File: config.mk
export PLATFORM = sky130hd
export DESIGN_NAME = ucs_decoder
export DESIGN_NICKNAME = d
export VERILOG_FILES = /design/src/rtl/ucs_pkg.sv /design/src/rtl/ucs_decoder.sv
export SDC_FILE = /design/constraint.sdc
export NUM_CORES = 1
export LEC_CHECK = 0
export BUFFER_PORTS_ARGS = -buffer_cell sky130_fd_sc_hd__buf_2
export CAP_MARGIN = 40
export CELL_PAD_IN_SITES_DETAIL_PLACEMENT = 0
export CELL_PAD_IN_SITES_GLOBAL_PLACEMENT = 1
export CORE_UTILIZATION = 26
export CTS_CLUSTER_DIAMETER = 200
export DETAILED_ROUTE_END_ITERATION = 10
export PLACE_DENSITY = 0.77
export SLEW_MARGIN = 0
export SYNTH_ARGS = -nofsm -noshare
export SYNTH_HDL_FRONTEND = slang
export SYNTH_SLANG_ARGS = --single-unit
File: constraint.sdc
create_clock -name clock -period 2 [get_ports clock]
set_input_delay 0.2 -clock clock [delete_from_list [all_inputs] [get_ports clock]]
set_output_delay 0.2 -clock clock [all_outputs]
set_load 0.02 [all_outputs]
File: src/rtl/ucs_pkg.sv
// ----------------------------------------------------------------------------
// ucs_pkg - UTF-8 code point substitution, shared definitions
// Field widths, UTF-8 tag constants, the token that travels down the table
// chain and the channel payload types.
// ----------------------------------------------------------------------------
package ucs_pkg;

   localparam int ByteW  = 8;
   localparam int CodeW  = 21;
   localparam int IndexW = 7;

   // result queue between the chain and the output port
   localparam int QueueDepth  = 8;
   localparam int QueuePtrW   = 3;
   localparam int QueueCountW = 4;

   // lead byte classification
   localparam logic [ByteW-1:0] Mask2    = 8'hE0;
   localparam logic [ByteW-1:0] Mask3    = 8'hF0;
   localparam logic [ByteW-1:0] Mask4    = 8'hF8;
   localparam logic [ByteW-1:0] LeadTag2 = 8'hC0;
   localparam logic [ByteW-1:0] LeadTag3 = 8'hE0;
   localparam logic [ByteW-1:0] LeadTag4 = 8'hF0;
   localparam logic [ByteW-1:0] ContTag  = 8'h80;

   // encoding range limits
   localparam logic [CodeW-1:0] Max1 = 21'h00007F;
   localparam logic [CodeW-1:0] Max2 = 21'h0007FF;
   localparam logic [CodeW-1:0] Max3 = 21'h00FFFF;

   typedef enum logic [1:0] {
      TK_NONE   = 2'd0,
      TK_LOOKUP = 2'd1,
      TK_WRITE  = 2'd2
   } token_kind_type;

   // one slot of the chain: a table write or a code point lookup
   typedef struct packed {
      token_kind_type    kind;
      logic [IndexW-1:0] entry_index;
      logic [CodeW-1:0]  code;
      logic [ByteW-1:0]  data_byte;
      logic              enable;
      logic              hit;
   } token_type;

   typedef struct packed {
      logic              op;
      logic [ByteW-1:0]  in_byte;
      logic [IndexW-1:0] entry_index;
      logic [CodeW-1:0]  entry_code;
      logic [ByteW-1:0]  entry_byte;
      logic              entry_enable;
   } req_payload_type;

   typedef struct packed {
      logic [ByteW-1:0] out_byte;
      logic             end_of_run;
   } rsp_payload_type;

endpackage

File: src/rtl/ucs_decoder.sv
// ----------------------------------------------------------------------------
// ucs_decoder - UTF-8 decoder at the head of the chain
// Collects lead and continuation bytes into a code point and issues one
// token per accepted item: a lookup, a table write or an empty slot.
// ----------------------------------------------------------------------------
module ucs_decoder (
   input  logic                     clock,
   input  logic                     reset,
   input  logic                     accept,
   input  ucs_pkg::req_payload_type item,
   output ucs_pkg::token_type       tok_out
);
   import ucs_pkg::*;

   logic [1:0]       pending_ff, pending_in;
   logic [CodeW-1:0] accum_ff, accum_in;
   logic [CodeW-1:0] shifted;

   assign shifted = {accum_ff[CodeW-7:0], item.in_byte[5:0]};

   // decode the next byte, or pass a table write through
   always_comb begin
      pending_in = pending_ff;
      accum_in   = accum_ff;
      tok_out    = '0;
      tok_out.kind = TK_NONE;
      if (accept) begin
         if (item.op) begin
            tok_out.kind        = TK_WRITE;
            tok_out.entry_index = item.entry_index;
            tok_out.code        = item.entry_code;
            tok_out.data_byte   = item.entry_byte;
            tok_out.enable      = item.entry_enable;
         end else if (pending_ff != 2'd0) begin
            pending_in = pending_ff - 2'd1;
            if (pending_ff == 2'd1) begin
               accum_in     = '0;
               tok_out.kind = TK_LOOKUP;
               tok_out.code = shifted;
            end else begin
               accum_in = shifted;
            end
         end else begin
            priority if (!item.in_byte[7]) begin
               tok_out.kind = TK_LOOKUP;
               tok_out.code = {{(CodeW-ByteW){1'b0}}, item.in_byte};
            end else if ((item.in_byte & Mask2) == LeadTag2) begin
               accum_in   = {{(CodeW-5){1'b0}}, item.in_byte[4:0]};
               pending_in = 2'd1;
            end else if ((item.in_byte & Mask3) == LeadTag3) begin
               accum_in   = {{(CodeW-4){1'b0}}, item.in_byte[3:0]};
               pending_in = 2'd2;
            end else if ((item.in_byte & Mask4) == LeadTag4) begin
               accum_in   = {{(CodeW-3){1'b0}}, item.in_byte[2:0]};
               pending_in = 2'd3;
            end else begin
               // drop a stray continuation or an invalid lead byte
               pending_in = pending_ff;
            end
         end
      end
   end

   always_ff @(posedge clock) begin
      if (reset) begin
         pending_ff <= '0;
         accum_ff   <= '0;
      end else begin
         pending_ff <= pending_in;
         accum_ff   <= accum_in;
      end
   end

`ifndef SYNTH
   // a lookup closes the code point
   a_lookup_closes: assert property (@(posedge clock) disable iff (reset)
      (tok_out.kind == TK_LOOKUP) |=> (pending_ff == 2'd0))
      else $error("decoder left bytes pending after a lookup");
   // a table write leaves an open code point untouched
   a_write_keeps: assert property (@(posedge clock) disable iff (reset)
      (tok_out.kind == TK_WRITE) |=> $stable(pending_ff) && $stable(accum_ff))
      else $error("table write disturbed the decoder");
   // nothing moves without an accepted item
   a_idle_holds: assert property (@(posedge clock) disable iff (reset)
      !accept |=> $stable(pending_ff) && $stable(accum_ff))
      else $error("decoder state changed while idle");
`endif

endmodule

# == Yosys cells after proc, flatten, opt, wreduce, memory -nomap -nowiden ==
# Cells that the tools add are included.
# word_totals
output_inout_bits,40
ff_bits,17
in_bits,49
elab_cells,34
# classes
reduce_logical,4
eq_ne,4
add_sub_neg,1
mux,22
bitwise,1
# ops
operator,n
15-bit two-way mux,6
21-bit two-way mux,3
39-bit two-way mux,1
2-bit two-way mux,7
7-bit two-way mux,2
9-bit two-way mux,1
"5-bit equality test, second input constant",1
"4-bit equality test, second input constant",1
4-bit AND reduction,1
2-bit nonzero test,2
4-bit nonzero test,1
"3-bit equality test, second input constant",1
"2-bit by 1-bit equality test with 1-bit output, second input constant",1
1-bit two-way mux,2
"2-bit by 1-bit subtractor with 2-bit output, second input constant",1
1-bit NOT,1

# == Logic depth before layout (Yosys ltp) ==
# Gate-level depths: netlist of run 1.
# depth
word_depth,6
mapped_depth,6
ltp_nobuf,4

# == Worst setup path before layout of run 1 ==
# OpenSTA, ideal clock, no wires.
# synth_path
kind,register to output
from,reg pending_ff[0]
to,out tok_out[10] (netlist name)
path_stages_with_launch,7
setup_slack_ns,0.322
arrival_ns,1.478
required_time_ns,1.800
cell_sequence,dfxtp_1 -> clkbuf_2 -> inv_1 -> a21oi_1 -> and2b_2 -> clkbuf_1 -> a22o_1
# synth_rtl
element,line,rtl
from (decl),ucs_decoder.sv:15,"logic [1:0] pending_ff, pending_in;"
from (signal assigned),ucs_decoder.sv:69,pending_ff <= pending_in;
to (decl),ucs_decoder.sv:11,output ucs_pkg::token_type tok_out

==> run_results.csv, run 1 <==
group,metric,value,unit
outcome,status,"finished clean",
logic_synthesis,synth_nets,193,
die,num_rows,23,
logic_synthesis,yosys.area.top_type_share,30.0,%
global_route,first_global_vias,1167,
route,ant_nets,0,
place,post-dp-hpwl,2.79,mm
clocking,clock_path_buffers,2,
cells_and_area,final_layout_size_suffix_gt1_share,48.4,%
logic_synthesis,synth.distinct_cells,34,
die,die_w,68.1,um
timing,hold_viol,0,
logic_synthesis,async_flop_share,0,%
global_route,grt_max_degree,22,
setup_path,end_kind,"primary output",
die,die_h,68.1,um
die,initial_core_util,27.8,%
logic_synthesis,synth_top_flop_cell,"dfxtp_1",
clocking,cts.htree.levels,1,
route,wl_per_cell,13.6,um
clocking,ctsHoldBuffers,0,
clocking,root_buffer,"clkbuf_8",
route,vias_per_cell,5.10,
clocking,postCtsSetupRepairBufs,0,
setup_path,crit_arrival,1640,ps
logic_synthesis,avgSynthCellArea,7.89,sq um
clocking,path_clk_slew,60,ps
route,drt-initial-drc-count,82,
route,firstDrtPassIters,4,
route,drc,0,
timing,skew,4.71,ps
logic_synthesis,synth_area_leaders,"dfxtp_1 30%, a22o_1 15%, a21oi_1 7.5%",
cells_and_area,syn2layout_area_growth,45.6,%
place,gp_congestion,0.803,
global_route,grt_overflow,0,
pwr,sw_frac_of_total,29.8,%
job,cap_violations,0,
setup_path,required,1800,ps
pwr,combinationalPowerShare,28.0,%
setup_path,path_class,"register to primary output",
pwr,power.net_switching,0.246,mW
cells_and_area,antenna_cells,0,
pwr,peakVddDrop,0.266,mV
pwr,pwr-share-clk,30.5,%
timing,finalSetupTns,0,ps
die,io_pins,89,
setup_path,worstSetupStartpointType,"register",
pwr,power_per_cell_area,499,nW/um^2
logic_synthesis,yosys_warnings,0,
pwr,p_seq_share,41.6,%
die,core_area,4090,sq um
min_path,hp-class,"input port to register",
timing,fin_crit,1840,ps
clocking,cts.sinks,17,
setup_path,cp_max_fo,8,
timing,setup_viol,0,
logic_synthesis,synth.largest_area_cell,"dfxtp_1",
cells_and_area,final_common_cell,"buf_2",
route,vias,1402,
die,dieArea,4640,sq um
logic_synthesis,syn_area,1140,sq um
clocking,worstSkewPairLatency,250,ps
cells_and_area,layout_common_cells,"87 x buf_2, 20 x a22o_1, 17 x a21oi_1, 17 x dfxtp_1, 13 x o21ai_0",
place,io_buffers,87,
timing,layout_worst_path_cycle_share,92.1,%
clocking,cts_buffers,3,
logic_synthesis,yosysSeqAreaShare,30.0,%
pwr,leakagePower,0.837,nW
logic_synthesis,synth_edf_count,0,
place,post_dp_cell_area,1610,sq um
route,drt_wl_total,3.74,mm
global_route,grt_pass1_wl,5.68,mm
clocking,cts_resized,0,
timing,fmax,543,MHz
clocking,cts_tree,"built",
cells_and_area,finalNetCount,275,
timing,final_max_slew_viol_count,0,
pwr,power.internal,0.579,mW
global_route,track_usage,16.2,%
cells_and_area,final_area,1650,sq um
logic_synthesis,synthCells,144,
timing,rsz0062_at_grt,"no",
logic_synthesis,ys_ff_latch,17,
global_route,antenna_found_initial,0,
[cell families after synthesis]
family / after synthesis / synth area share [%]
simple gates: 50 / 28.0
compound gates: 58 / 34.9
buf+inv: 18 / 6.83
flops: 17 / 30.0
other cells: 1 / 0.330
[cell usage after synthesis (2+ instances only)]
library cell,count
a22o_1,20
a21oi_1,17
dfxtp_1,17
o21ai_0,13
nand3_1,10
and3_1,9
clkbuf_1,9
and3_2,7
nor3_1,4
buf_2,3
nand2_1,3
nand4b_1,3
nor2_1,3
a32o_1,2
and2_1,2
clkbuf_2,2
inv_1,2
o211ai_1,2
[routing by layer]
metal	GRT usage [%]	wire length, um	share of wire [%]
met1	22.3	1730	46
met4	2.60	30	0.80
met2	26.0	1740	47
met5	0	0	0
met3	3.67	240	6.4
[power by group through the flow]
| stage | logic (mW) | clock network (mW) | registers, mW |
|---|---|---|---|
| after floorplan | 0.133 | 0 | 0.349 |
| after global routing | 0.252 | 0.277 | 0.343 |
| after detailed placement | 0.230 | 0 | 0.351 |
| after CTS | 0.231 | 0.258 | 0.343 |
| after global placement | 0.231 | 0 | 0.351 |
| final | 0.231 | 0.252 | 0.343 |
[final timing paths]
| kind | end | depth (start not counted) | slack [ps] | start |
|---|---|---|---|---|
| setup / recovery | tok_out[11] | 5 | 160 | pending_ff[0] |
| hold / removal | accum_ff[3] | 2 | 230 | item[40] |
| setup reg to reg | pending_ff[0] | 4 | 370 | pending_ff[0] |
| hold reg to reg | accum_ff[14] | 2 | 480 | accum_ff[14] |
[critical path, cell delays in order (launching register included)]
cell and delay [ps]:
dfxtp_1 500, inv_1 120, a21oi_1 180, and2b_2 250, a22o_1 180, buf_2 170
[flip-flops by register name, indices dropped and copies added, names as in the netlist]
register	cells
accum_ff	15
pending_ff	2
[stage by stage]
stage               util (%)  power [mW]  worst slack, ps  hold WS, ps  std cells
finish                  40.5       0.826              159          226        275
global route            40.5       0.872             65.3          235        275
CTS                     40.5       0.832              167          228        275
detailed placement      39.4       0.581              385          473        271
global placement        39.4       0.582              390          463        271
floorplan                  -       0.482              322          354        144
[cell type report]
type / count / area, sq um
inverters: 2 / 7.51
clock buffers: 4 / 45.0
fillers: 448 / 2430
flip-flops and latches: 17 / 340
well taps: 50 / 62.6
multi-input cells: 109 / 718
repair buffers: 93 / 480
No activity file was read; power rests on OpenSTA's default activity.
==> run 2: changes to the inputs <==
ABC_AREA = 1   (was not set)
CAP_MARGIN = 20   (was 40)
CORE_UTILIZATION = 25   (was 26)
PLACE_DENSITY = 0.76   (was 0.77)
==> run 2 against run 1 <==
Fmax grew 1.8%; sequential power is 3% higher; sequential cell count did not move; clock power up 3%; die area increased by 19%; utilization is 3.0 points lower; critical path type unchanged.
==> run_results.csv, run 2 <==
group,metric,value,unit
outcome,status,"finished clean",
logic_synthesis,synth_nets,288,
logic_synthesis,synth_edf_count,0,
timing,fmax,553,MHz
clocking,cts.htree.levels,1,
cells_and_area,final_layout_size_suffix_gt1_share,32.9,%
logic_synthesis,async_flop_share,0,%
route,drt_wl_total,3.78,mm
clocking,cts_tree,"built",
timing,final_max_slew_viol_count,0,
setup_path,end_kind,"primary output",
die,die_w,74.2,um
cells_and_area,top_register,"accum_ff",
place,io_buffers,87,
clocking,root_buffer,"clkbuf_8",
cells_and_area,fill_cells,574,
job,cap_violations,0,
logic_synthesis,synth.distinct_cells,21,
timing,layout_worst_path_cycle_share,90.5,%
cells_and_area,finalNetCount,372,
cells_and_area,multi_input_area,753,sq um
clocking,worstSkewPairLatency,250,ps
cells_and_area,final_area,1830,sq um
route,vias,1568,
logic_synthesis,synthCells,239,
logic_synthesis,synth_top_family_by_area,"simple AND/OR/NAND/NOR gates",
die,initial_core_util,26.7,%
cells_and_area,layout_common_cells,"87 x buf_2, 80 x nand2_1, 39 x inv_1",
route,firstDrtPassIters,4,
route,drt-initial-drc-count,50,
clocking,cts_buffers,3,
timing,holdWs,287,ps
die,num_rows,25,
cells_and_area,regArea,340,sq um
pwr,leakagePower,1.09,nW
timing,setup_viol,0,
logic_synthesis,yosys-mux-area-fraction,0,%
global_route,grt_pass1_wl,5.86,mm
cells_and_area,antenna_cells,0,
setup_path,required,1800,ps
setup_path,crit_arrival,1610,ps
timing,tightestPinTransition,620,ps
cells_and_area,syn2layout_area_growth,40.4,%
pwr,peakVddDrop,0.198,mV
logic_synthesis,synth_compound_area_share,9.31,%
route,drc,0,
logic_synthesis,synthTopCellsByCount,"80 x nand2_1, 39 x inv_1, 35 x nor2_1",
timing,hold_viol,0,
logic_synthesis,yosys_warnings,0,
setup_path,cp_max_fo,5,
global_route,antenna_found_initial,0,
timing,skew,4.96,ps
place,post-dp-hpwl,2.97,mm
clocking,cts.sinks,17,
cells_and_area,largest_register_ffs,15,
logic_synthesis,synth_most_common_cell,"nand2_1",
logic_synthesis,synth_area_leaders,"dfxtp_1 26%, nand2_1 23%, inv_1 11%",
logic_synthesis,avgSynthCellArea,5.46,sq um
place,gp_congestion,0.786,
logic_synthesis,yosys.area.top_type_share,26.1,%
timing,rsz0062_at_grt,"no",
global_route,grt_overflow,0,
route,ant_nets,0,
cells_and_area,reg_top3,"accum_ff (15), pending_ff (2)",
timing,relSlewSlack,58.6,%
setup_path,worstSetupStartpointType,"register",
global_route,grt_max_degree,22,
setup_path,path_class,"register to primary output",
global_route,track_usage,13.7,%
timing,worst_slack,190,ps
die,core_area,4880,sq um
logic_synthesis,syn_area,1300,sq um
logic_synthesis,yosys.area_share.simple,47.8,%
timing,finalSetupTns,0,ps
clocking,clock_path_buffers,2,
clocking,path_clk_slew,70,ps
cells_and_area,final_common_cell,"buf_2",
logic_synthesis,ys_ff_latch,17,
place,post_dp_cell_area,1780,sq um
die,die_h,74.2,um
global_route,first_global_vias,1270,
die,dieArea,5510,sq um
logic_synthesis,synthAdderAreaFrac,0,%
min_path,hp-class,"input port to register",
clocking,ctsHoldBuffers,0,
pwr,power_per_cell_area,477,nW/um^2
route,vias_per_cell,4.03,
die,io_pins,89,
route,wl_per_cell,9.72,um
place,pre_cts_ws,302,ps
timing,fin_crit,1810,ps
logic_synthesis,synth.largest_area_cell,"dfxtp_1",
logic_synthesis,yosysSeqAreaShare,26.1,%
logic_synthesis,synth_top_flop_cell,"dfxtp_1",
logic_synthesis,synthXorXnorAreaFrac,0,%
-- run 2: changes by cell type after synthesis, sizes merged, moves of 8 or more --
cell / change
nand2: +84
inv: +40
nor2: +34
a22o: -20
and3: -16
a21oi: -12
nand3: +8
-- run 2: stage by stage --
stage                     std cells  power, mW  utilization (%)
final                           389      0.873             37.5
after global routing            389      0.927             37.5
after CTS                       389      0.885             37.4
after detailed placement        385      0.624             36.5
after global placement          385      0.624             36.5
after floorplan                 239      0.523                -
-- run 2: cells by family after synthesis --
logic type | count (synthesis)
AOI/OAI and AO/OA | 24
buffers and inverters | 52
and+or+nand+nor | 145
other | 1
DFF | 17
-- run 2: final cells by class --
class / count / share of cell area [%]
Sequential cell: 17 / 18.6
Inverter: 42 / 8.61
Timing Repair Buffer: 89 / 24.6
Clock buffer: 4 / 2.46
Multi-Input combinational cell: 170 / 41.1
Tap cell: 67 / 4.58
-- run 2: what timing repair did --
action | 4_1_cts | 5_1_grt
endpoints found under the setup margin | 0 | 14
gates resized for setup | 0 | 1
setup buffers | 0 | 0
-- run 2: metal layers --
metal / wire [um] / track usage [%] / vias up
met5: 0 / 0 / -
met3: 161 / 2.98 / 2
met4: 10 / 3.14 / 0
met2: 1840 / 23.6 / 36
li1: - / - / 879
met1: 1770 / 17.4 / 651
-- run 2: final timing paths --
check,endpoint,cells past startpoint,from,slack [ps]
hold / removal,accum_ff[13],2,reset,290
setup reg to reg,accum_ff[4],8,pending_ff[1],440
setup / recovery,tok_out[12],9,pending_ff[0],190
hold reg to reg,pending_ff[0],2,pending_ff[0],500
-- run 2: worst max-delay path, cell delays in order (launching register included) --
cell and delay [ps]:
dfxtp_1 370, inv_1 90, nor2_2 180, inv_2 90
a21oi_1 130, nand2_1 110, inv_2 110, nand2_1 70
nand2_1 50, buf_2 160
-- run 2: power breakdown --
group | internal, mW | leakage (nW) | total, mW | switching, mW
registers | 0.349 | 0.138 | 0.354 | 0.00541
clock network | 0.141 | 0.0228 | 0.259 | 0.117
logic | 0.0954 | 0.927 | 0.260 | 0.165
total | 0.586 | 1.09 | 0.873 | 0.288
