$ cat config.mk
export PLATFORM = sky130hd
export DESIGN_NAME = ucs_cell
export DESIGN_NICKNAME = d
export VERILOG_FILES = /design/src/rtl/ucs_pkg.sv /design/src/rtl/ucs_cell.sv
export SDC_FILE = /design/constraint.sdc
export NUM_CORES = 1
export LEC_CHECK = 0
export ABC_AREA = 1
export BUFFER_PORTS_ARGS = -buffer_cell sky130_fd_sc_hd__buf_2
export CAP_MARGIN = 20
export CORE_MARGIN = 8
export CORE_UTILIZATION = 40
export CTS_BUF_LIST = sky130_fd_sc_hd__clkbuf_4 sky130_fd_sc_hd__clkbuf_8
export CTS_CLUSTER_DIAMETER = 120
export DETAILED_ROUTE_END_ITERATION = 12
export GPL_TIMING_DRIVEN = 0
export SKIP_LAST_GASP = 1
export SLEW_MARGIN = 20
export SYNTH_ARGS = -nofsm -noshare
export SYNTH_HDL_FRONTEND = slang
export SYNTH_SLANG_ARGS = --single-unit
$ cat constraint.sdc
create_clock -name clock -period 4.84 [get_ports clock]
set_input_delay 0.968 -clock clock [delete_from_list [all_inputs] [get_ports clock]]
set_output_delay 0.968 -clock clock [all_outputs]
set_load 0.02 [all_outputs]
$ cat src/rtl/ucs_pkg.sv
// ----------------------------------------------------------------------------
// ucs_pkg - UTF-8 code point substitution, shared definitions
// Field widths, UTF-8 tag constants, the token that travels down the table
// chain and the channel payload types.
// ----------------------------------------------------------------------------
package ucs_pkg;

   localparam int ByteW  = 8;
   localparam int CodeW  = 21;
   localparam int IndexW = 7;

   // result queue between the chain and the output port
   localparam int QueueDepth  = 8;
   localparam int QueuePtrW   = 3;
   localparam int QueueCountW = 4;

   // lead byte classification
   localparam logic [ByteW-1:0] Mask2    = 8'hE0;
   localparam logic [ByteW-1:0] Mask3    = 8'hF0;
   localparam logic [ByteW-1:0] Mask4    = 8'hF8;
   localparam logic [ByteW-1:0] LeadTag2 = 8'hC0;
   localparam logic [ByteW-1:0] LeadTag3 = 8'hE0;
   localparam logic [ByteW-1:0] LeadTag4 = 8'hF0;
   localparam logic [ByteW-1:0] ContTag  = 8'h80;

   // encoding range limits
   localparam logic [CodeW-1:0] Max1 = 21'h00007F;
   localparam logic [CodeW-1:0] Max2 = 21'h0007FF;
   localparam logic [CodeW-1:0] Max3 = 21'h00FFFF;

   typedef enum logic [1:0] {
      TK_NONE   = 2'd0,
      TK_LOOKUP = 2'd1,
      TK_WRITE  = 2'd2
   } token_kind_type;

   // one slot of the chain: a table write or a code point lookup
   typedef struct packed {
      token_kind_type    kind;
      logic [IndexW-1:0] entry_index;
      logic [CodeW-1:0]  code;
      logic [ByteW-1:0]  data_byte;
      logic              enable;
      logic              hit;
   } token_type;

   typedef struct packed {
      logic              op;
      logic [ByteW-1:0]  in_byte;
      logic [IndexW-1:0] entry_index;
      logic [CodeW-1:0]  entry_code;
      logic [ByteW-1:0]  entry_byte;
      logic              entry_enable;
   } req_payload_type;

   typedef struct packed {
      logic [ByteW-1:0] out_byte;
      logic             end_of_run;
   } rsp_payload_type;

endpackage

$ cat src/rtl/ucs_cell.sv
// ----------------------------------------------------------------------------
// ucs_cell - one substitution table entry in the chain
// Holds a single entry, applies a write addressed to it and marks a passing
// lookup as a hit when the entry matches; later cells override earlier ones.
// ----------------------------------------------------------------------------
module ucs_cell #(
   parameter int CELL_INDEX = 0
) (
   input  logic               clock,
   input  logic               reset,
   input  logic               advance,
   input  ucs_pkg::token_type tok_in,
   output ucs_pkg::token_type tok_out
);
   import ucs_pkg::*;

   logic             in_use_ff;
   logic [CodeW-1:0] code_ff;
   logic [ByteW-1:0] byte_ff;
   token_type        token_ff, token_in;
   logic             write_here;

   assign write_here = (tok_in.kind == TK_WRITE)
                       && (32'(tok_in.entry_index) == 32'(CELL_INDEX));

   // mark a hit on the passing lookup
   always_comb begin
      token_in = tok_in;
      if ((tok_in.kind == TK_LOOKUP) && in_use_ff && (code_ff == tok_in.code)) begin
         token_in.hit       = 1'b1;
         token_in.data_byte = byte_ff;
      end
   end

   always_ff @(posedge clock) begin
      if (reset) begin
         in_use_ff     <= 1'b0;
         token_ff      <= '0;
      end else if (advance) begin
         token_ff <= token_in;
         if (write_here) begin
            in_use_ff <= tok_in.enable;
         end
      end
   end

   // entry payload, no reset
   always_ff @(posedge clock) begin
      if (advance && write_here) begin
         code_ff <= tok_in.code;
         byte_ff <= tok_in.data_byte;
      end
   end

   assign tok_out = token_ff;

`ifndef SYNTH
   // a hit can only come from a live entry
   a_hit_live: assert property (@(posedge clock) disable iff (reset)
      advance && (tok_in.kind == TK_LOOKUP) && !tok_in.hit && !in_use_ff
      |=> !token_ff.hit)
      else $error("hit raised by an unused entry");
   // the chain holds while stalled
   a_stall_holds: assert property (@(posedge clock) disable iff (reset)
      !advance |=> $stable(token_ff) && $stable(in_use_ff))
      else $error("cell moved while stalled");
   // a write reaches this entry on the next edge
   a_write_lands: assert property (@(posedge clock) disable iff (reset)
      advance && write_here |=> (in_use_ff == $past(tok_in.enable)))
      else $error("table write lost");
`endif

endmodule

# Yosys cells after proc, flatten, opt, wreduce, memory -nomap -nowiden
# Index checks and enable logic that the tools add are counted.
# W data, S select, Z words.
word_totals:
  wordCells: 20
  in_bits: 43
  output_inout_bits: 40
  register_bits: 70
classes:
  n_reduce_logical: 6
  n_mux: 2
  eq_ne: 3
op_table:
  columns: ["operator", "count"]
  rows:
  - ["$eq A21 B21 Y1", 1]
  - ["$mux W8", 1]
  - ["$logic_not A7 Y1", 1]
  - ["$logic_and A1 B1 Y1", 4]
  - ["$eq A2 B1 Y1 const B", 1]
  - ["$eq A2 B2 Y1 const B", 1]
  - ["$reduce_and A2 Y1", 1]
  - ["$mux W1", 1]

# Logic depth before layout (Yosys ltp)
# Gate-level depths: netlist of the first run.
logic_depth:
  ltp_word: 4
  ltp_mapped: 11

# Least setup slack after synthesis of the first run
# OpenSTA, ideal clock, no wires.
synth_timing:
  path_type: "input -> register"
  start: "input tok_in[31] (netlist bit)"
  end: "register byte_ff[0] (enable)"
  path_buffers: 0
  cell_stages: 3
  slack_ns: 1.821
  arrival_ns: 2.602
  cell_sequence: "nor4_1 > nand3_1 > nor2_1"
synth_via:
  elab_chain_len: 3
synth_lines:
  columns: ["item", "line_no", "source"]
  rows:
  - ["start, declared", "ucs_cell.sv:12", "input ucs_pkg::token_type tok_in,"]
  - ["$logic_not A7 Y1", "ucs_cell.sv:24", "&& (32'(tok_in.entry_index) == 32'(CELL_INDEX));"]
  - ["$logic_and A1 B1 Y1", "ucs_cell.sv:24", null]
  - ["$logic_and A1 B1 Y1", "ucs_cell.sv:49", "if (advance && write_here) begin"]
  - ["end signal, assigned", "ucs_cell.sv:51", "byte_ff <= tok_in.data_byte;"]
  - ["end, declared", "ucs_cell.sv:19", "logic [ByteW-1:0] byte_ff;"]
# Every way passes these cells.
# A chain may end at the register's enable or synchronous reset.

# Worst setup path after layout of the first run
layout_timing:
  start: "input tok_in[31] (netlist bit)"
  end: "register byte_ff[3] (enable)"
# The elaborated chain is that of the path after synthesis.

==> results.json, run 1 <==
{
  "status": "finished, final reports clean",
  "ant_nets": 0,
  "vias_per_cell": 4.502,
  "path_max_fanout": 20,
  "dieArea_um2": 10410,
  "cts_resized": 0,
  "hold_buffers": 0,
  "area_growth_pct": 26.87,
  "yosys_warnings": 0,
  "synthMuxAreaShare": 0,
  "syn_inst": 366,
  "cts_max_level": 3,
  "diodes": 0,
  "antenna_found_initial": 0,
  "synth_seq_cells": 70,
  "setup_viol": 0,
  "drv_cap": 0,
  "ys.flop_type": "dfxtp_1",
  "hold_viol_final": 0,
  "cp_num_buf_inv": 2,
  "cts_buffer_depth": 2,
  "cts_setup_buffers": 0,
  "syn_nets": 409,
  "core_area_um2": 7214,
  "clk_pin_slew_ps": 80,
  "cts_root_buf": "clkbuf_8",
  "initial_core_util": 0.4105,
  "fmax_mhz": 476.6,
  "grt_setup_unrepaired": "no",
  "nNetsFinal": 501,
  "drive_gt1_frac": 0.2333,
  "placement.io_buffers": 80,
  "seq_area_frac_synth": 0.5712,
  "max_stage_delay_ps": 370,
  "synth-xor-area-share": 0.008872,
  "min_period_ps": 2098,
  "async_reset_ff_frac": 0,
  "avgSynthCellArea_um2": 8.092,
  "yosys.area_share.simple": 0.2095,
  "stdcell_count": 562,
  "maxSlewViolCount": 0,
  "syn_area_um2": 2962,
  "drt_iter0_markers": 79,
  "vias": 2530,
  "cp_top_family": "simple AND/OR/NAND/NOR gates",
  "yosys.area_share.adder": 0,
  "slowest_stage": "nor2_4",
  "start_kind": "input pin",
  "drc": 0,
  "max_slew_margin": 0.6572,
  "overflow": 0,
  "criticalPathCategory": "in -> reg",
  "tritoncts": "built",
  "wirelength_um": 7328,
  "setup.worst_path.end_class": "flip-flop",
  "grt_pass1_vias": 2557,
  "cp_cell_sequence": "buf_2 -> nor4_1 -> nand3_1 -> nor2_4 -> buf_16",
  "synth_compound_area_frac": 0.1082,
  "cp.required_ps": 4890,
  "wl_per_cell_um": 13.04,
  "num_rows": 31,
  "cts-buffers-inserted": 9,
  "grt_max_degree": 21,
  "crit_arrival_ps": 2150,
  "drt_first_pass_iters": 4,
  "grt_pass1_wl_um": 11860,
  "vdd_drop_max_mv": 0.1486,
  "cts_sinks": 70,
  "io_pins": 83,
  "die_w_um": 102.0,
  "track_usage": 0.1480,
  "dieHeight_um": 102.0,
  "hp-class": "reg -> reg",
  "synth_edf_count": 29,
  "finalSetupTns_ps": 0,
  "routabilityCongestion": 0.7194,
  "synth.distinct_cells": 19,
  "worstMarginPinSlew_ps": 514.1,
  "period_share": 0.4335,
  "clock-skew-final_ps": 10.71,
  "synth_top_family_by_area": "simple AND/OR/NAND/NOR gates",
  "clock_latency_ps": 350,
  "total_leakage_power_nw": 1.872,
  "placedCellCount": 546,
  "dp_hpwl_um": 5419,
  "power_density_nw_per_um2": 358.9
}
## routing by layer
metal  global-route usage  wire length (µm)  up-vias
li1                     -                 -     1330
met5                    0                 0        -
met3              0.04360               410       12
met2               0.2399              3613       55
met4              0.06433               126        0
met1               0.1778              3178     1133
## worst register-to-register path: stages, from the launching register on
cell      delay (ps)
edfxtp_1         390
nand2_1           80
nand2_1           50
nor2_1           120
nand2_1          110
nor2_4           290
nand3_4          180
nand2_1          100
nand3_1           80
a21oi_1          120
## flip-flops by register name, summed over array words and instances (netlist names)
signal	flops
in_use_ff	1
code_ff	21
tok_out	40
byte_ff	8
## cell type report
class / instances / area (µm²)
tap: 99 / 123.9
clock buffer: 9 / 123.9
multi-input combinational: 218 / 974.7
fill: 742 / 3457
timing repair buffer: 81 / 427.9
buffer: 13 / 58.81
inverter: 65 / 244.0
sequential: 70 / 1692
clock inverter: 7 / 112.6
## layout by cell type, fill, tap and decap left out, drive strengths merged, types with 19 or more instances in the layout
master  instances
nand2          88
buf            84
inv            65
dfxtp          41
nor2           39
o21ai          32
a21oi          32
edfxtp         29
nand3          22
clkbuf         19
## cells in the mapped netlist, types with 2 or more instances
| library cell | number | area [µm²] |
|---|---|---|
| edfxtp_1 | 29 | 870.8 |
| nand2_1 | 88 | 330.3 |
| o21ai_0 | 32 | 160.2 |
| inv_2 | 4 | 15.01 |
| dfxtp_1 | 41 | 820.8 |
| a21oi_1 | 32 | 160.2 |
| inv_1 | 61 | 229.0 |
| buf_2 | 2 | 10.01 |
| nand3_1 | 21 | 105.1 |
| xnor2_1 | 2 | 17.52 |
| nor2_1 | 37 | 138.9 |
| clkbuf_1 | 10 | 37.54 |
## where the power goes
part | switching [W] | internal [W]
Clock | 0.000224 | 0.000339
Sequential | 0.0000104 | 0.000635
Combinational | 0.0000907 | 0.0000491
Total | 0.000325 | 0.00102
## worst paths after layout
| check | from | endpoint | slack [ps] | cells after the start |
|---|---|---|---|---|
| max reg2reg | code_ff[18] | tok_out[9] | 3260 | 9 |
| max | tok_in[31] | byte_ff[3] | 2740 | 5 |
| min reg2reg | tok_out[2] | tok_out[2] | 460 | 2 |
| min | tok_out[2] | tok_out[2] | 460 | 2 |
## cell families after synthesis
kind of cell,after synthesis
AND/OR/NAND/NOR,151
buffers and inverters,78
flip-flops,70
AO/OA/AOI/OAI,64
XOR/XNOR,3
## metrics by stage
| stage | instance area, µm² | setup WS, ps | util | hold WS [ps] | total power [W] |
|---|---|---|---|---|---|
| after detailed placement | 3521 | 2337 | 0.4880 | 456.1 | 0.0008009 |
| final | 3757 | 2742 | 0.5208 | 464.5 | 0.001349 |
| after CTS | 3757 | 2710 | 0.5208 | 467.7 | 0.001364 |
| after floorplan | 2962 | 1821 | - | 527.5 | 0.0007380 |
| after global placement | 3486 | 693.0 | 0.4832 | 447.9 | 0.0007975 |
| after global routing | 3757 | 2662 | 0.5208 | 490.4 | 0.001406 |
Power figures use the tool's default switching activity.
==> run 2: changes to the inputs <==
--- a/config.mk
+++ b/config.mk
@@ -14,6 +14,7 @@
 export CTS_CLUSTER_DIAMETER = 120
 export DETAILED_ROUTE_END_ITERATION = 12
 export GPL_TIMING_DRIVEN = 0
+export PLACE_DENSITY = 0.66
 export SKIP_LAST_GASP = 1
 export SLEW_MARGIN = 20
 export SYNTH_ARGS = -nofsm -noshare
==> constraint.sdc (replaced) <==
create_clock -name clock -period 1.8 [get_ports clock]
set_input_delay 0.36 -clock clock [delete_from_list [all_inputs] [get_ports clock]]
set_output_delay 0.36 -clock clock [all_outputs]
set_load 0.02 [all_outputs]
==> run 2 against run 1 <==
Effect of this change: total power grew to 2.6 times the previous value; sequential power grew to 2.7 times the previous value; core utilization is 0.42 points lower; critical endpoint is now tok_out[5]; clock-buffer cell count is 1 higher; hold slack worse by 270 ps; clock skew is 6.5 ps higher; global-route usage is 0.29 points higher; clock power is 150% higher; first-iteration DRC count is 10% higher; sequential share of layout area is 0.36 points higher; design area is 0.80% lower.
==> results.json, run 2 (synthesis gave the netlist of run 1 again) <==
{
  "hp-class": "in -> reg",
  "slowest_stage": "edfxtp_1",
  "grt_setup_unrepaired": "no",
  "placement.io_buffers": 80,
  "clock-skew-final_ps": 17.20,
  "vias": 2579,
  "wirelength_um": 7640,
  "antenna_found_initial": 0,
  "cp_cell_sequence": "nand2_1 -> nand2_1 -> nor2_1 -> nand2_1 -> nor2_4 -> nand3_4 -> nand2_1 -> nand3_1 -> a21oi_1",
  "drive_gt1_frac": 0.2333,
  "cp.required_ps": 2080,
  "track_usage": 0.1509,
  "clk_pin_slew_ps": 90,
  "setup.worst_path.end_class": "flip-flop",
  "drt_first_pass_iters": 4,
  "vias_per_cell": 4.589,
  "regArea_um2": 1692,
  "place_area_um2": 3493,
  "hold_viol_final": 0,
  "clock_latency_ps": 350,
  "final_cell_mix": "88 x nand2_1, 82 x buf_2, 61 x inv_1",
  "cts_root_buf": "clkbuf_8",
  "grt_pass1_wl_um": 12130,
  "max_stage_delay_ps": 400,
  "multiInputGateArea_um2": 991.0,
  "status": "finished, final reports clean",
  "die_w_um": 102.0,
  "io_pins": 83,
  "dieHeight_um": 102.0,
  "maxSlewViolCount": 0,
  "layout_commonest_cell": "nand2_1",
  "dp_hpwl_um": 5477,
  "nFillCells": 726,
  "largest_reg_flops": 40,
  "cpMostUsedCell": "nand2_1",
  "setup_viol": 0,
  "criticalPathCategory": "reg -> reg",
  "power_density_nw_per_um2": 941.4,
  "cts-buffers-inserted": 9,
  "diodes": 0,
  "cts_sinks": 70,
  "area_growth_pct": 25.86,
  "stdcell_area_um2": 3727,
  "cts_setup_buffers": 0,
  "p_total_w": 0.003509,
  "drc": 0,
  "initial_core_util": 0.4105,
  "cts_buffer_depth": 2,
  "wl_per_cell_um": 13.59,
  "crit_arrival_ps": 1870,
  "period_share": 0.8854,
  "min_period_ps": 1594,
  "vdd_drop_max_mv": 0.3972,
  "routabilityCongestion": 0.7309,
  "num_rows": 31,
  "total_leakage_power_nw": 1.852,
  "path_max_fanout": 9,
  "grt_pass1_vias": 2634,
  "start_kind": "flip-flop",
  "dieArea_um2": 10410,
  "fmax_mhz": 627.5,
  "tritoncts": "built",
  "ant_nets": 0,
  "drt_iter0_markers": 87,
  "drv_cap": 0,
  "cts_max_level": 3,
  "core_area_um2": 7214,
  "worstMarginPinSlew_ps": 549.2,
  "nNetsFinal": 501,
  "grt_max_degree": 32,
  "max_slew_margin": 0.6330,
  "overflow": 0
}
## run 2: cell count changes in the layout (fill, tap and decap cells not counted), sizes merged
cell	delta
buf	-1
bufinv	-1
clkbuf	+1
nor2	+1
## run 2: worst max-delay path, delay by kind of cell, from the launching register on
| family | cells | cell delay (ps) |
|---|---|---|
| flip-flops | 1 | 400 |
| AO/OA/AOI/OAI | 1 | 140 |
| AND/OR/NAND/NOR | 8 | 980 |
## run 2: path summary, 6_finish.rpt
path	start	end	slack (ps)	cells after the start
setup / recovery	code_ff[11]	tok_out[5]	210	9
hold reg to reg	tok_out[4]	tok_out[4]	460	2
hold / removal	tok_in[5]	byte_ff[3]	200	1
setup reg to reg	code_ff[11]	tok_out[5]	210	9
## run 2: per-stage QoR
step	hold slack (ps)	util	instances	setup WS [ps]	TNS, ps
2_1_floorplan	458.9	-	366	171.6	0
3_3_place_gp	447.0	0.4842	545	-308.3	-9207
3_5_place_dp	455.2	0.4842	545	-316.0	-9368
4_1_cts	178.8	0.5144	561	27.77	0
5_1_grt	182.6	0.5166	562	6.694	0
6_report	195.0	0.5166	562	206.3	0
## run 2: layout make-up
class	count	share of cell area
Sequential cell	70	0.4538
Clock buffer	10	0.03525
Tap cell	99	0.03323
Clock inverter	6	0.02316
Timing Repair Buffer	80	0.1074
Buffer	13	0.01578
Multi-Input combinational cell	219	0.2659
Inverter	65	0.06546
## run 2: power by group
part | total, W | leakage (nW) | internal (W) | switching, W
combinational | 0.000378 | 1.14 | 0.000132 | 0.000246
sequential | 0.00174 | 0.601 | 0.00171 | 0.0000276
clock | 0.00139 | 0.110 | 0.000793 | 0.000601
## run 2: metal layers
metal / vias to the layer above / part of all wire / GRT usage
li1: 1334 / - / -
met3: 9 / 0.062 / 0.04019
met1: 1183 / 0.42 / 0.1726
met4: 0 / 0.014 / 0.06772
met5: - / 0 / 0
met2: 53 / 0.50 / 0.2574
## run 2: repair_timing
item | in CTS | in global routing
hold buffers | 0 | 0
endpoints found under the setup margin | 0 | 33
gates resized for setup | 0 | 2
==> run 3: changes to the inputs <==
--- a/config.mk
+++ b/config.mk
@@ -8,13 +8,15 @@
 export ABC_AREA = 1
 export BUFFER_PORTS_ARGS = -buffer_cell sky130_fd_sc_hd__buf_2
 export CAP_MARGIN = 20
+export CELL_PAD_IN_SITES_DETAIL_PLACEMENT = 1
+export CELL_PAD_IN_SITES_GLOBAL_PLACEMENT = 1
 export CORE_MARGIN = 8
-export CORE_UTILIZATION = 40
+export CORE_UTILIZATION = 35
 export CTS_BUF_LIST = sky130_fd_sc_hd__clkbuf_4 sky130_fd_sc_hd__clkbuf_8
 export CTS_CLUSTER_DIAMETER = 120
 export DETAILED_ROUTE_END_ITERATION = 12
 export GPL_TIMING_DRIVEN = 0
-export PLACE_DENSITY = 0.66
+export PLACE_DENSITY_LB_ADDON = 0.1
 export SKIP_LAST_GASP = 1
 export SLEW_MARGIN = 20
 export SYNTH_ARGS = -nofsm -noshare
==> run 3 against run 2 <==
Effect of this change: wire length up 9.8%; clock skew down 11 ps; die area up 12%; non-clock buffer count up 1; global-route usage down 0.44 points; hold slack better by 19 ps; critical path depth down 1; critical path type unchanged.
==> results.json, run 3 (synthesis gave the netlist of run 1 again) <==
{
  "status": "finished, final reports clean",
  "grt_max_degree": 32,
  "power_switching_w": 0.0008773,
  "internal-power_w": 0.002470,
  "hold_buffers": 0,
  "vdd_drop_max_mv": 0.3403,
  "diodes": 0,
  "hold_viol_final": 0,
  "ant_nets": 0,
  "dp_hpwl_um": 6170,
  "combPwrFrac": 0.115,
  "crit_start": "code_ff[5]",
  "clock-skew-final_ps": 6.222,
  "fmax_mhz": 621.3,
  "place_ws_ps": -374.4,
  "cts-buffers-inserted": 9,
  "crit_arrival_ps": 1820,
  "cp_cell_sequence": "nand2_1 -> nand2_1 -> nor2_1 -> nand3_1 -> nor2_2 -> nand3_1 -> nand3_1 -> a21oi_1",
  "layout_commonest_cell": "nand2_1",
  "antenna_found_initial": 0,
  "grt_setup_unrepaired": "no",
  "setup.worst_path.end": "tok_out[6]",
  "max_slew_margin": 0.6389,
  "cp.required_ps": 2010,
  "initial_core_util": 0.3604,
  "holdWs_ps": 213.6,
  "core_area_um2": 8217,
  "area_growth_pct": 25.22,
  "setup_ws_ps": 190.6,
  "io_pins": 83,
  "period_share": 0.8941,
  "timing.rr.end": "tok_out[6]",
  "cts_max_level": 3,
  "maxSlewViolCount": 0,
  "drv_cap": 0,
  "final_cell_mix": "88 x nand2_1, 82 x buf_2, 61 x inv_1",
  "hp-class": "in -> reg",
  "vias_per_cell": 4.666,
  "tritoncts": "built",
  "power_density_nw_per_um2": 902.6,
  "largest_reg_flops": 40,
  "worstRegToRegCells": 8,
  "setup.worst_path.end_class": "flip-flop",
  "num_rows": 33,
  "clk_pin_slew_ps": 80,
  "dieHeight_um": 108.0,
  "routabilityCongestion": 0.6980,
  "slowest_stage": "edfxtp_1",
  "dieArea_um2": 11660,
  "vias": 2655,
  "placement.io_buffers": 80,
  "grt_pass1_wl_um": 13390,
  "max_stage_delay_ps": 400,
  "grt_pass1_vias": 2778,
  "drc": 0,
  "r2r_start": "code_ff[5]",
  "die_w_um": 108.0,
  "start_kind": "flip-flop",
  "path_max_fanout": 8,
  "pwr-share-clk": 0.367,
  "rrSetupSlack_ps": 190,
  "overflow": 0,
  "nNetsFinal": 502,
  "clock_latency_ps": 330,
  "cts_root_buf": "clkbuf_8",
  "wirelength_um": 8392,
  "criticalPathCategory": "reg -> reg",
  "wl_per_cell_um": 14.75,
  "drt_first_pass_iters": 4,
  "cts_buffer_depth": 2,
  "track_usage": 0.1465,
  "total_leakage_power_nw": 1.842,
  "cpMostUsedCell": "nand3_1",
  "drive_gt1_frac": 0.2349,
  "drt_iter0_markers": 37,
  "setup_viol": 0,
  "seq_power_share": 0.519,
  "cts_sinks": 70,
  "worstMarginPinSlew_ps": 540.3,
  "switching_share": 0.2621,
  "min_period_ps": 1609
}
==> run 3: repair_timing <==
| action | in CTS | in global routing |
|---|---|---|
| endpoints found under the setup margin | 0 | 38 |
| resized for setup | 0 | 1 |
| endpoints found under the hold margin | 0 | 0 |
| setup buffers | 0 | 1 |
==> run 3: critical path: cells and delay by family (launching register included) <==
family,cells,cell delay (ps)
flip-flops,1,400
AND/OR/NAND/NOR,7,1030
AO/OA/AOI/OAI,1,60
==> run 3: how the worst min path moves through the flow <==
stage          cells past startpoint     endpoint  slack, ps        start
2_1_floorplan                      0   byte_ff[0]        460    tok_in[2]
3_3_place_gp                       2  tok_out[39]        450  tok_out[39]
3_5_place_dp                       2   tok_out[6]        460   tok_out[6]
4_1_cts                            1   byte_ff[7]        190    tok_in[9]
5_1_grt                            1   byte_ff[3]        190    tok_in[5]
6_report                           1   byte_ff[1]        210    tok_in[3]
==> run 3: per-stage QoR <==
stage | utilization | area (µm²) | setup TNS, ps | cells | total power (W)
after floorplan | - | 2969 | 0 | 366 | 0.001985
after global placement | 0.4261 | 3501 | -11260 | 551 | 0.002150
after detailed placement | 0.4261 | 3501 | -11190 | 551 | 0.002162
after CTS | 0.4491 | 3690 | 0 | 567 | 0.003400
after global routing | 0.4513 | 3709 | 0 | 569 | 0.003516
final | 0.4513 | 3709 | 0 | 569 | 0.003347
==> run 3: power by group through the flow <==
stage | logic (W) | clock network, W | registers [W]
after detailed placement | 0.000389 | 0 | 0.00177
after floorplan | 0.000142 | 0 | 0.00184
after CTS | 0.000392 | 0.00127 | 0.00174
after global placement | 0.000380 | 0 | 0.00177
after global routing | 0.000431 | 0.00134 | 0.00174
final | 0.000383 | 0.00123 | 0.00174
==> run 3: routing by layer <==
layer | global-route usage | up-vias | wire (µm)
met5 | 0 | - | 0
met4 | 0.06739 | 0 | 134
met3 | 0.03569 | 10 | 386
met2 | 0.2528 | 44 | 4302
met1 | 0.1671 | 1260 | 3568
li1 | - | 1341 | -
==> run 3: final cells by class <==
type | instances | area [µm²]
clock inverter | 7 | 65.06
sequential | 70 | 1692
timing repair buffer | 81 | 407.9
multi-input combinational | 219 | 985.9
tap | 105 | 131.4
fill | 1058 | 4508
clock buffer | 9 | 123.9
inverter | 65 | 244.0
buffer | 13 | 58.81
